### config.mk
export PLATFORM = sky130hd
export DESIGN_NAME = fbad_eval
export DESIGN_NICKNAME = d
export VERILOG_FILES = /design/src/rtl/fbad_pkg.sv /design/src/rtl/fbad_eval.sv
export SDC_FILE = /design/constraint.sdc
export NUM_CORES = 1
export LEC_CHECK = 0
export BUFFER_PORTS_ARGS = -buffer_cell sky130_fd_sc_hd__buf_4
export CAP_MARGIN = 15
export CORE_AREA = 2 2 145 147
export DETAILED_ROUTE_END_ITERATION = 10
export DIE_AREA = 0 0 147 149
export GPL_ROUTABILITY_DRIVEN = 0
export PLACE_DENSITY = 0.67
export SYNTH_ARGS = -nofsm -noshare
export SYNTH_HDL_FRONTEND = slang
export SYNTH_SLANG_ARGS = --single-unit
export TNS_END_PERCENT = 20
### constraint.sdc
create_clock -name vclk -period 4.5
set_input_delay 0.45 -clock vclk [all_inputs]
set_output_delay 0.45 -clock vclk [all_outputs]
set_load 0.02 [all_outputs]
### src/rtl/fbad_pkg.sv
// Shared types, constants and register codes of the flow baseline anomaly detector.
// Used by fbad_eval and by the top level flow_baseline_anomaly_detector.
package fbad_pkg;

  localparam int SLOTS = 1024;
  localparam int SLOT_BITS = $clog2(SLOTS);
  localparam int COUNT_BITS = 24;
  localparam int NOISE_FLOOR = 10;

  localparam int SLOT_IN_BITS = 10;
  localparam int PACKET_BITS = 16;
  localparam int SEEN_BITS = 24;
  localparam int BASE_BITS = 32;
  localparam int WAIT_BITS = 8;
  localparam int AGE_BITS = 16;
  localparam int CFG_INDEX_BITS = 3;
  localparam int CFG_DATA_BITS = 16;

  // Product widths of the three multipliers.
  localparam int KEEP_PROD_BITS = 16 + BASE_BITS;
  localparam int NEW_PROD_BITS = 16 + COUNT_BITS;
  localparam int THR_PROD_BITS = 8 + BASE_BITS;

  // Command codes.
  localparam logic CMD_COUNT = 1'b0;
  localparam logic CMD_POLL = 1'b1;

  // Configuration register indexes.
  localparam logic [CFG_INDEX_BITS-1:0] CFG_ALERT_LIMIT = 3'd0;
  localparam logic [CFG_INDEX_BITS-1:0] CFG_LEARN_POLLS = 3'd1;
  localparam logic [CFG_INDEX_BITS-1:0] CFG_RATE_MULT = 3'd2;
  localparam logic [CFG_INDEX_BITS-1:0] CFG_KEEP_WEIGHT = 3'd3;
  localparam logic [CFG_INDEX_BITS-1:0] CFG_NEW_WEIGHT = 3'd4;
  localparam logic [CFG_INDEX_BITS-1:0] CFG_DYN_MODE = 3'd5;

  // Reset values of the configuration registers.
  localparam logic [7:0] ALERT_LIMIT_RST = 8'd3;
  localparam logic [15:0] LEARN_POLLS_RST = 16'd10;
  localparam logic [7:0] RATE_MULT_RST = 8'd2;
  localparam logic [15:0] KEEP_WEIGHT_RST = 16'd32768;
  localparam logic [15:0] NEW_WEIGHT_RST = 16'd16384;
  localparam logic DYN_MODE_RST = 1'b1;

  typedef struct packed {
    logic                  valid;
    logic                  learnt;
    logic [COUNT_BITS-1:0] count;
    logic [BASE_BITS-1:0]  baseline;
    logic [WAIT_BITS-1:0]  wait_cnt;
    logic                  flagged;
    logic [AGE_BITS-1:0]   age;
  } entry_t;

  localparam int ENTRY_BITS = $bits(entry_t);

  typedef struct packed {
    logic [7:0]  alert_limit;
    logic [15:0] learn_polls;
    logic [7:0]  rate_mult;
    logic        dyn_mode;
  } cfg_t;

  typedef struct packed {
    logic   write;
    logic   result;
    logic   alert;
    entry_t entry;
    logic [SEEN_BITS-1:0] seen;
  } eval_t;

endpackage

### src/rtl/fbad_eval.sv
// Next-entry logic: count accumulation, learning update and the suspicion check.
// Works on a registered entry and registered products; uses fbad_pkg.
module fbad_eval (
  input  logic                                cmd,
  input  logic [fbad_pkg::PACKET_BITS-1:0]    packets,
  input  logic                                in_range,
  input  fbad_pkg::entry_t                    entry,
  input  logic [fbad_pkg::KEEP_PROD_BITS-1:0] keep_prod,
  input  logic [fbad_pkg::NEW_PROD_BITS-1:0]  new_prod,
  input  logic [fbad_pkg::THR_PROD_BITS-1:0]  thr_prod,
  input  fbad_pkg::cfg_t                      cfg,
  output fbad_pkg::eval_t                     res
);

  localparam int SUM_BITS = 58;
  localparam int CMP_BITS = 41;
  localparam logic [32:0] COUNT_MAX = 33'({fbad_pkg::COUNT_BITS{1'b1}});

  logic [32:0]                        sum_cnt;
  logic [32:0]                        new_cnt;
  logic [SUM_BITS-1:0]                acc;
  logic [fbad_pkg::BASE_BITS-1:0]     base_upd;
  logic [CMP_BITS-1:0]                lhs;
  logic [CMP_BITS-1:0]                rhs;
  logic [fbad_pkg::COUNT_BITS-1:0]    seen;
  logic [fbad_pkg::WAIT_BITS-1:0]     wait_inc;
  fbad_pkg::entry_t                   nxt;

  always_comb begin
    seen = entry.count;
    sum_cnt = 33'(entry.count) + 33'(packets);
    new_cnt = 33'(packets);
    acc = SUM_BITS'(keep_prod) + (SUM_BITS'(new_prod) << 8);
    // Drop the Q0.16 fraction and saturate to the baseline width.
    if (acc[SUM_BITS-1:48] != '0) begin
      base_upd = '1;
    end else begin
      base_upd = acc[47:16];
    end
    lhs = CMP_BITS'(seen) << 8;
    rhs = CMP_BITS'(thr_prod) + CMP_BITS'(fbad_pkg::NOISE_FLOOR * 256);
    wait_inc = (entry.wait_cnt == '1) ? entry.wait_cnt : entry.wait_cnt + 1'b1;

    nxt = entry;
    res = '0;

    if (cmd == fbad_pkg::CMD_COUNT) begin
      res.write = in_range;
      if (!entry.valid) begin
        nxt = '0;
        nxt.valid = 1'b1;
        nxt.count = (new_cnt > COUNT_MAX) ? '1 : fbad_pkg::COUNT_BITS'(new_cnt);
      end else begin
        nxt.count = (sum_cnt > COUNT_MAX) ? '1 : fbad_pkg::COUNT_BITS'(sum_cnt);
      end
    end else if (entry.valid) begin
      res.write = in_range;
      res.result = in_range;
      if (!entry.learnt) begin
        if (entry.age < cfg.learn_polls) begin
          nxt.baseline = base_upd;
          nxt.count = '0;
          nxt.age = entry.age + 1'b1;
        end else begin
          nxt.learnt = 1'b1;
        end
      end else if (seen != '0) begin
        if (lhs > rhs) begin
          nxt.wait_cnt = wait_inc;
          nxt.flagged = 1'b1;
          res.alert = (wait_inc >= cfg.alert_limit);
        end else if (entry.wait_cnt != '0) begin
          nxt.wait_cnt = '0;
          nxt.flagged = 1'b0;
        end else if (cfg.dyn_mode) begin
          nxt.baseline = base_upd;
        end
        nxt.count = '0;
      end
    end

    res.entry = nxt;
    if (32'(seen) > 32'({fbad_pkg::SEEN_BITS{1'b1}})) begin
      res.seen = '1;
    end else begin
      res.seen = fbad_pkg::SEEN_BITS'(seen);
    end
  end

endmodule
After elaboration in Yosys (flattened, before gate mapping)
Cells that the tools add are included.
{"block": "totals", "reg_bits": 0, "input_bits": 262, "output_inout_bits": 110}
{"block": "op_classes", "add_sub_neg": 5, "order_cmp": 4, "eq_ne": 1, "muxes": 28, "reduce_logical": 3}
{"op": "82-bit two-way mux", "n": 2}
{"op": "32-bit two-way mux", "n": 4}
{"op": "56-bit two-way mux", "n": 2}
{"op": "65-bit two-way mux", "n": 1}
{"op": "57-bit two-way mux", "n": 1}
{"op": "48-bit by 48-bit adder with 49-bit output", "n": 1}
{"op": "24-bit two-way mux", "n": 2}
{"op": "40-bit by 12-bit adder with 41-bit output (second input constant)", "n": 1}
{"op": "32-bit by 41-bit greater-than comparator with 1-bit output", "n": 1}
{"op": "16-bit two-way mux", "n": 2}
{"op": "9-bit two-way mux", "n": 3}
{"op": "24-bit by 16-bit adder with 25-bit output", "n": 1}
{"op": "25-bit by 24-bit greater-than comparator with 1-bit output (second input constant)", "n": 1}
{"op": "24-bit nonzero test", "n": 1}
{"op": "16-bit by 1-bit adder with 16-bit output (second input constant)", "n": 1}
{"op": "16-bit < comparator", "n": 1}
{"op": "10-bit nonzero test", "n": 1}
{"op": "8-bit by 1-bit adder with 8-bit output (second input constant)", "n": 1}
{"op": "8-bit equality test (second input constant)", "n": 1}
{"op": "8-bit >= comparator", "n": 1}
{"op": "1-bit two-way mux", "n": 8}
{"op": "8-bit two-way mux", "n": 1}
{"op": "8-bit nonzero test", "n": 1}
{"op": "3-bit two-way mux", "n": 1}
{"op": "2-bit two-way mux", "n": 1}

Depth between registers and ports, before layout
Gate-level depths: netlist of run 1.
{"block": "depth", "depth_word": 10, "mapped_depth": 19, "mapped_depth_nobuf": 15}

Worst setup path after synthesis of run 1
OpenSTA, ideal clock, no wires.
{"block": "synth_path", "path_kind": "input-to-output", "startpoint": "input port thr_prod[15] in the netlist's numbering", "endpoint": "output port res[51] in the netlist's numbering", "t_arrival_ps": 3759, "t_required_ps": 4050, "setup_slack_ps": 291, "stages": 19, "n_path_buf": 4, "path_cell_list": "and4_4 -> and4b_1 -> buf_6 -> and2_1 -> nand4_1 -> xor2_1 -> ha_1 -> nand4_1 -> nor3_1 -> o211ai_1 -> nand2_1 -> a221o_1 -> o21a_1 -> buf_6 -> o311ai_4 -> and2_4 -> buf_6 -> buf_6 -> mux2i_1"}
{"element": "from (decl)", "line_no": "fbad_eval.sv:10", "source": "input logic [fbad_pkg::THR_PROD_BITS-1:0] thr_prod,"}
{"element": "to (decl)", "line_no": "fbad_eval.sv:12", "source": "output fbad_pkg::eval_t res"}

==> qor.csv, run 1 <==
stage,metric,value,unit
power_and_ir_drop,PD cells,131,nW/um^2
route,Starting DRT DRC Count,504,
global_routing,gr ovfl total,0,
synthesis,cell area after synthesis,6790,um^2
finish,share of layout cells above drive strength 1,30.4,%
finish,Layout fillers,2144,
global_routing,vias in the first global route,8381,
critical_path,Required @ worst endpoint,4050,ps
synthesis,XOR/XNOR Fraction of Synth Area,8.26,%
finish,final layout net count,1691,
synthesis,mean post-synth cell area,6.71,um^2
finish,Inserted Diodes,0,
synthesis,Adder-Cell Fraction of Synth Area,19.8,%
placement,hpwl dp,23.3,mm
flow_run,Max-Cap Viols,0,
global_routing,wire length of the first global-routing pass,42.7,mm
critical_path,CP max FO,7,
global_routing,initial antenna violation count,0,
floorplan,Chip Width,147,um
route,DR vias,8756,
synthesis,Synth Warn #,0,
power_and_ir_drop,leak pwr,4.95,nW
route,"antenna viol nets, final",0,
finish,Multi-input gate area,6220,um^2
sta,Peak Freq,228,MHz
floorplan,num ports,372,
critical_path,CP Launch Type,input port,
status,status,finished clean,
hold_path,Hold Path Stages,2,
synthesis,complex-gate fraction of the synthesized area,30.9,%
clock_network,Hold Buf Count CTS,0,
finish,clock buffers,0,
hold_path,hold path startpoint,entry[59],
route,WL per Instance,17.4,um
finish,Register Area,0,um^2
hold_path,WHS Endpoint,res[2],
synthesis,post-synth cell types,68,
floorplan,DIE HEIGHT,149,um
sta,RSZ-0062 raised after global routing,false,
critical_path,Setup crit end kind,output pin,
synthesis,main combinational cell family by area after synthesis,compound AO/OA/AOI/OAI gates,
synthesis,post-synthesis mux area share,6.07,%
sta,post-layout min period,4390,ps
sta,Worst Tran Pin Value,958,ps
floorplan,Starting Density,33.0,%
route,Total Wirelength,27.7,mm
critical_path,Critical Path Source,thr_prod[9],
finish,"commonest non-fill, non-tap cell in the layout",buf_4,
synthesis,gate count after technology mapping,1011,
power_and_ir_drop,total power,1.26,mW
route,vias per cell,5.49,
synthesis,Syn Nets,1380,
critical_path,Critical Setup Path Class,in2out,
finish,P&R area growth vs syn,42.4,%
power_and_ir_drop,Peak VDD IR,0.0697,mV
route,drt pass-1 iters,5,
global_routing,met1 usage,30.5,%
floorplan,site row count,53,
global_routing,largest net degree at the start of global routing,50,
floorplan,Die Area,21900,um^2
synthesis,Post-Synth Simple-Gate Area,26.2,%
route,DRC errors left,0,
finish,most frequent cells in the layout,"buf_4, nand2_1, ha_1",
finish,FF+latch count,0,
floorplan,CORE AREA,20600,um^2
global_routing,met3 Usage GRT,2.60,%
sta,final hold vios,0,
sta,max-slew violation count,0,
sta,period utilization,97.5,%
hold_path,worst hold path type,in2out,
sta,Slew HR,36.1,%
critical_path,worst endpoint data arrival time,3940,ps
sta,setup TNS,0,ps
global_routing,global route hottest layer,met2,
sta,endpoints failing setup,0,
global_routing,met2 usage in global routing,41.8,%
placement,# port buffers,356,
synthesis,"Seq/Total Area, Yosys",0,%
global_routing,GRT Overall Usage,23.5,%
[through the flow]
| step | area [um^2] | std cells | worst slack [ps] | hold WS (ps) | util (%) |
|---|---|---|---|---|---|
| 2_1_floorplan | 6790 | 1011 | 291 | 1010 | - |
| 3_3_place_gp | 9550 | 1589 | 91.9 | 1160 | 46.4 |
| 3_5_place_dp | 9550 | 1589 | 71.8 | 1150 | 46.4 |
| 4_1_cts | 9550 | 1589 | 46.8 | 1150 | 46.4 |
| 5_1_grt | 9660 | 1595 | 8.83 | 1170 | 47.0 |
| 6_report | 9660 | 1595 | 113 | 1160 | 47.0 |
[routing by layer]
metal  share of wire [%]  vias to the layer above
li1                    -                     4344
met1                  43                     4041
met2                  48                      323
met3                 5.9                       48
met4                 3.1                        0
met5                   0                        -
[cell type report]
type	instances	share of cell area, %
inverters	54	2.10
multi-input cells	888	64.4
well taps	275	3.56
repair buffers	378	29.9
[synth_stat cells (5+ instances only)]
master | instances | area share, %
nand2_1 | 115 | 6.4
nor4_1 | 10 | 0.92
xnor2_1 | 33 | 4.3
o21a_1 | 15 | 1.7
nor2b_1 | 11 | 1.0
and3_1 | 18 | 1.7
buf_4 | 24 | 2.7
buf_6 | 5 | 0.83
nand2b_1 | 9 | 0.83
a31oi_1 | 15 | 1.4
a21oi_1 | 90 | 6.6
or3_1 | 6 | 0.55
o21ai_0 | 33 | 2.4
mux2i_1 | 40 | 5.9
and2_1 | 8 | 0.74
a22oi_1 | 14 | 1.5
o311ai_0 | 5 | 0.65
clkbuf_1 | 37 | 2.0
nor2_1 | 70 | 3.9
o211ai_1 | 11 | 1.2
nand4_1 | 29 | 2.7
nand3_1 | 45 | 3.3
xor2_1 | 31 | 4.0
a21o_1 | 46 | 5.1
inv_1 | 54 | 3.0
o31ai_1 | 16 | 1.8
nor3_1 | 22 | 1.6
or2_2 | 7 | 0.65
ha_1 | 106 | 20
a211oi_1 | 11 | 1.2
[worst max-delay path by stage]
stage,to,slack [ps],depth (start not counted)
floorplan,res[51],290,19
global placement,res[68],90,18
detailed placement,res[68],70,18
CTS,res[68],50,18
global route,res[68],9,18
finish,res[70],110,19
[timing repair]
action                     4_1_cts  5_1_grt
buffers inserted                 0        5
resized for setup                0       12
setup endpoints to repair        0       27
[where the power goes]
part / switching, mW / internal (mW) / total (mW)
registers: 0 / 0 / 0
clock network: 0 / 0 / 0
logic: 0.689 / 0.575 / 1.26
[logic make-up (layout without fill, tap and decap cells)]
group,count (synthesis),after routing
compound gates,311,311
xor+xnor,64,64
fa+ha+maj,107,107
buf+inv,123,432
mux,41,41
simple gates,365,365
[critical path: stages]
cell and delay (ps):
buf_4 120, ha_1 220, o211a_1 280, and4_4 200, and3_1 190, xnor2_1 130
ha_1 310, nand4_1 80, nor3_1 60, o211ai_1 100, nand2_1 80, a221o_1 360
o21a_4 230, o311ai_4 290, and2_4 290, buf_12 130, clkbuf_16 130, a31oi_1 100
buf_4 190
(Power assumes the default switching activity.)
==> inputs of run 2 (changes only) <==
Settings changed: PLACE_DENSITY 0.67 to default, PLACE_DENSITY_LB_ADDON from default to 0.2.
==> run 2 against run 1 <==
Critical path depth is 1 lower. Via count decreased by 0.39%. Die area did not move. Global-route usage fell by 0.84 points. Design area increased by 0.47%. Utilization increased by 0.22 points. Critical path type unchanged.
==> qor.csv, run 2 (synthesized netlist as in run 1, its figures left out) <==
stage,metric,value,unit,change
status,status,finished clean,,unchanged
clock_network,Hold Buf Count CTS,0,,unchanged
power_and_ir_drop,PD cells,130,nW/um^2,was 131 nW/um^2
route,drt pass-1 iters,5,,unchanged
route,Starting DRT DRC Count,410,,was 504
global_routing,vias in the first global route,8091,,was 8381
floorplan,site row count,53,,unchanged
critical_path,Setup crit end kind,output pin,,unchanged
finish,FF+latch count,0,,unchanged
critical_path,Critical Setup Path Class,in2out,,unchanged
sta,final hold vios,0,,unchanged
placement,# port buffers,356,,unchanged
route,DR vias,8722,,was 8756
route,Total Wirelength,27.1,mm,was 27.7 mm
route,DRC errors left,0,,unchanged
route,WL per Instance,17.0,um,was 17.4 um
flow_run,Max-Cap Viols,0,,unchanged
finish,most frequent cells in the layout,"buf_4, nand2_1, ha_1",,unchanged
finish,Register Area,0,um^2,unchanged
sta,setup TNS,0,ps,unchanged
power_and_ir_drop,leak pwr,4.96,nW,was 4.95 nW
finish,Inserted Diodes,0,,unchanged
floorplan,num ports,372,,unchanged
hold_path,worst hold path type,in2out,,unchanged
finish,final layout net count,1692,,was 1691
floorplan,Die Area,21900,um^2,unchanged
sta,post-layout min period,4350,ps,was 4390 ps
sta,Slew HR,51.3,%,was 36.1%
global_routing,largest net degree at the start of global routing,43,,was 50
floorplan,Chip Width,147,um,unchanged
route,"antenna viol nets, final",0,,unchanged
route,vias per cell,5.46,,was 5.49
power_and_ir_drop,Peak VDD IR,0.0747,mV,was 0.0697 mV
sta,Worst Tran Pin Value,731,ps,was 958 ps
finish,P&R area growth vs syn,43.1,%,was 42.4%
finish,clock buffers,0,,unchanged
critical_path,Critical Path Source,thr_prod[9],,unchanged
sta,max-slew violation count,0,,unchanged
floorplan,Starting Density,33.0,%,unchanged
global_routing,GRT Overall Usage,22.6,%,was 23.5%
sta,endpoints failing setup,0,,unchanged
global_routing,wire length of the first global-routing pass,41.1,mm,was 42.7 mm
finish,Layout fillers,2151,,was 2144
critical_path,Required @ worst endpoint,4050,ps,about the same
sta,period utilization,96.6,%,was 97.5%
critical_path,CP Launch Type,input port,,unchanged
global_routing,initial antenna violation count,0,,unchanged
floorplan,DIE HEIGHT,149,um,unchanged
placement,placed insts,1589,,unchanged
finish,"commonest non-fill, non-tap cell in the layout",buf_4,,unchanged
finish,Layout Cells excl Fill,1596,,was 1595
critical_path,worst endpoint data arrival time,3900,ps,was 3940 ps
floorplan,CORE AREA,20600,um^2,unchanged
placement,hpwl dp,22.9,mm,was 23.3 mm
critical_path,CP max FO,5,,was 7
sta,Peak Freq,230,MHz,was 228 MHz
sta,RSZ-0062 raised after global routing,false,,unchanged
critical_path,crit path to,res[54],,was res[70]
global_routing,gr ovfl total,0,,unchanged
finish,share of layout cells above drive strength 1,30.9,%,was 30.4%
==> run 2: final cells by class <==
type	count	area [um^2]	share of cell area (%)
well taps	275	344	3.54
multi-input cells	888	6250	64.4
inverters	54	203	2.09
repair buffers	379	2910	30.0
==> run 2: metrics by stage <==
step	hold WS (ps)	total power, mW	worst slack [ps]	utilization (%)	instance area [um^2]
4_1_cts	1160	1.25	57.6	46.5	9550
2_1_floorplan	1010	0.740	291	-	6790
6_report	1150	1.27	154	47.2	9710
3_5_place_dp	1160	1.24	92.3	46.5	9550
3_3_place_gp	1150	1.23	108	46.5	9550
5_1_grt	1170	1.38	12.2	47.2	9710
==> run 2: per-layer routing <==
metal	track usage (%)	wire, um	share of wire, %
met2	42.6	13600	50
met4	2.02	339	1.3
met5	0	0	0
met3	3.46	1810	6.7
met1	28.2	11400	42
==> run 2: timing repair <==
action | 4_1_cts | 5_1_grt
setup buffers | 0 | 4
endpoints found under the hold margin | 0 | 0
setup endpoints to repair | 0 | 32
resized for setup | 0 | 16
==> run 2: worst min-delay path by stage <==
stage	startpoint	end	slack, ps	depth (start not counted)
final	entry[71]	res[14]	1150	2
after global routing	entry[59]	res[2]	1170	2
after CTS	entry[71]	res[14]	1160	2
after detailed placement	entry[61]	res[4]	1160	2
after global placement	entry[61]	res[4]	1150	2
after floorplan	entry[57]	res[0]	1010	1
==> run 2: power by group <==
group / switching, mW / internal (mW)
combinational: 0.691 / 0.575
sequential: 0 / 0
clock: 0 / 0
==> run 2: critical path, cell delays in order <==
cell and delay (ps):
buf_4 130, ha_4 170, o211a_4 270, and4_4 190, and3_1 190, xnor2_1 130, ha_1 310, nand4_1 100
nor3_1 60, o211ai_1 100, nand2_1 70, a221o_1 310, o21a_2 250, o311ai_4 310, and2_4 310, clkbuf_16 180
mux2i_2 190, buf_4 160
==> inputs of run 3 (changes only) <==
Settings changed: ABC_CLOCK_PERIOD_IN_PS from default to 4500, PLACE_DENSITY_LB_ADDON 0.2 to default.
==> run 3 against run 2 <==
Sequential cell count unchanged. Utilization shrank 0.22 points. Critical path depth up 1. Final cell count is 0.31% lower. First-iteration DRC count fell by 0.98%. Critical endpoint is now res[76]. Largest cell class unchanged.
==> qor.csv, run 3 (synthesized netlist as in run 1, its figures left out) <==
stage,metric,value,unit,change
route,"antenna viol nets, final",0,,unchanged
route,drt pass-1 iters,5,,unchanged
critical_path,CP cell instances,buf_4 -> and4_4 -> and4b_1 -> and2_4 -> nand4_1 -> xor2_1 -> ha_1 -> nand4_1 -> nor3_2 -> o211ai_1 -> nand2_1 -> a221o_1 -> o21a_2 -> o311ai_4 -> and2_4 -> buf_12 -> buf_12 -> a31oi_1 -> buf_4,,was buf_4 -> ha_4 -> o211a_4 -> and4_4 -> and3_1 -> xnor2_1 -> ha_1 -> nand4_1 -> nor3_1 -> o211ai_1 -> nand2_1 -> a221o_1 -> o21a_2 -> o311ai_4 -> and2_4 -> clkbuf_16 -> mux2i_2 -> buf_4
hold_path,worst hold path type,in2out,,unchanged
power_and_ir_drop,leak pwr,4.93,nW,was 4.96 nW
status,status,finished clean,,unchanged
floorplan,num ports,372,,unchanged
placement,hpwl dp,23.3,mm,was 22.9 mm
sta,Slew HR,32.9,%,was 51.3%
sta,Min Hold Slack,1150,ps,about the same
placement,Place WS,98.1,ps,was 92.3 ps
hold_path,Hold Path Stages,2,,unchanged
global_routing,GRT Overall Usage,22.8,%,was 22.6%
floorplan,Starting Density,33.0,%,unchanged
finish,most frequent cells in the layout,"buf_4, nand2_1, ha_1",,unchanged
sta,final hold vios,0,,unchanged
global_routing,initial antenna violation count,0,,unchanged
finish,Layout fillers,2170,,was 2151
sta,endpoints failing setup,0,,unchanged
finish,Multi-input gate area,6230,um^2,was 6250 um^2
global_routing,vias in the first global route,8046,,was 8091
finish,Inserted Diodes,0,,unchanged
placement,# port buffers,356,,unchanged
critical_path,Critical Path Slowest Stage Cell,a221o_1,,was ha_1
global_routing,gr ovfl total,0,,unchanged
sta,Peak Freq,230,MHz,about the same
critical_path,Critical Path Source,thr_prod[15],,was thr_prod[9]
sta,period utilization,96.5,%,was 96.6%
critical_path,CP max FO,7,,was 5
hold_path,hold path startpoint,entry[58],,was entry[71]
finish,Register Area,0,um^2,unchanged
sta,max-slew violation count,0,,unchanged
sta,post-layout min period,4340,ps,was 4350 ps
critical_path,CP Launch Type,input port,,unchanged
critical_path,Critical Setup Path Class,in2out,,unchanged
critical_path,max incr delay on CP,340,ps,was 310 ps
global_routing,largest net degree at the start of global routing,50,,was 43
route,DR vias,8653,,was 8722
floorplan,DIE HEIGHT,149,um,unchanged
finish,final layout net count,1687,,was 1692
route,Starting DRT DRC Count,406,,was 410
hold_path,WHS Endpoint,res[1],,was res[14]
power_and_ir_drop,PD cells,131,nW/um^2,was 130 nW/um^2
finish,"commonest non-fill, non-tap cell in the layout",buf_4,,unchanged
finish,share of layout cells above drive strength 1,30.5,%,was 30.9%
sta,setup TNS,0,ps,unchanged
route,DRC errors left,0,,unchanged
finish,clock buffers,0,,unchanged
floorplan,Chip Width,147,um,unchanged
finish,FF+latch count,0,,unchanged
floorplan,CORE AREA,20600,um^2,unchanged
critical_path,Setup crit end kind,output pin,,unchanged
sta,Worst Tran Pin Value,1000,ps,was 731 ps
finish,P&R area growth vs syn,42.4,%,was 43.1%
critical_path,Required @ worst endpoint,4050,ps,about the same
global_routing,wire length of the first global-routing pass,41.5,mm,was 41.1 mm
critical_path,worst endpoint data arrival time,3890,ps,was 3900 ps
power_and_ir_drop,total power,1.27,mW,about the same
flow_run,Max-Cap Viols,0,,unchanged
floorplan,Die Area,21900,um^2,unchanged
critical_path,Bufs and invs on worst path,4,,was 3
finish,Finished Core Util,47.0,%,was 47.2%
power_and_ir_drop,Peak VDD IR,0.0778,mV,was 0.0747 mV
critical_path,Top Family by Delay on Critical Path,simple AND/OR/NAND/NOR gates,,was compound AO/OA/AOI/OAI gates
floorplan,site row count,53,,unchanged
route,WL per Instance,17.3,um,was 17.0 um
route,vias per cell,5.44,,was 5.46
sta,Final WS setup,158,ps,was 154 ps
route,Total Wirelength,27.5,mm,was 27.1 mm
[run 3: worst max-delay path by stage]
| stage | endpoint | slack (ps) | cells after the start |
|---|---|---|---|
| global route | res[59] | -20 | 18 |
| finish | res[76] | 160 | 19 |
| detailed placement | res[59] | 100 | 18 |
| floorplan | res[51] | 290 | 19 |
| CTS | res[59] | 60 | 18 |
| global placement | res[72] | 120 | 18 |
[run 3: layout make-up]
cell class	instances	share of cell area (%)
Tap cell	275	3.56
Multi-Input combinational cell	888	64.5
Inverter	54	2.10
Timing Repair Buffer	374	29.8
[run 3: stage by stage]
stage	area, um^2	std cells
2_1_floorplan	6790	1011
3_3_place_gp	9550	1588
3_5_place_dp	9550	1588
4_1_cts	9550	1588
5_1_grt	9660	1591
6_report	9660	1591
[run 3: layer usage]
layer / wire [um] / global-route usage [%]
met2: 13300 / 41.2
met4: 404 / 2.98
met3: 1630 / 2.54
met1: 12100 / 30.1
met5: 0 / 0
[run 3: power breakdown]
part / switching, mW / internal [mW] / total, mW
clock network: 0 / 0 / 0
registers: 0 / 0 / 0
logic: 0.691 / 0.575 / 1.27
[run 3: repair_timing]
action	4_1_cts	5_1_grt
setup buffers	0	1
gates resized for setup	0	11
setup endpoints to repair	0	32
hold buffers	0	0
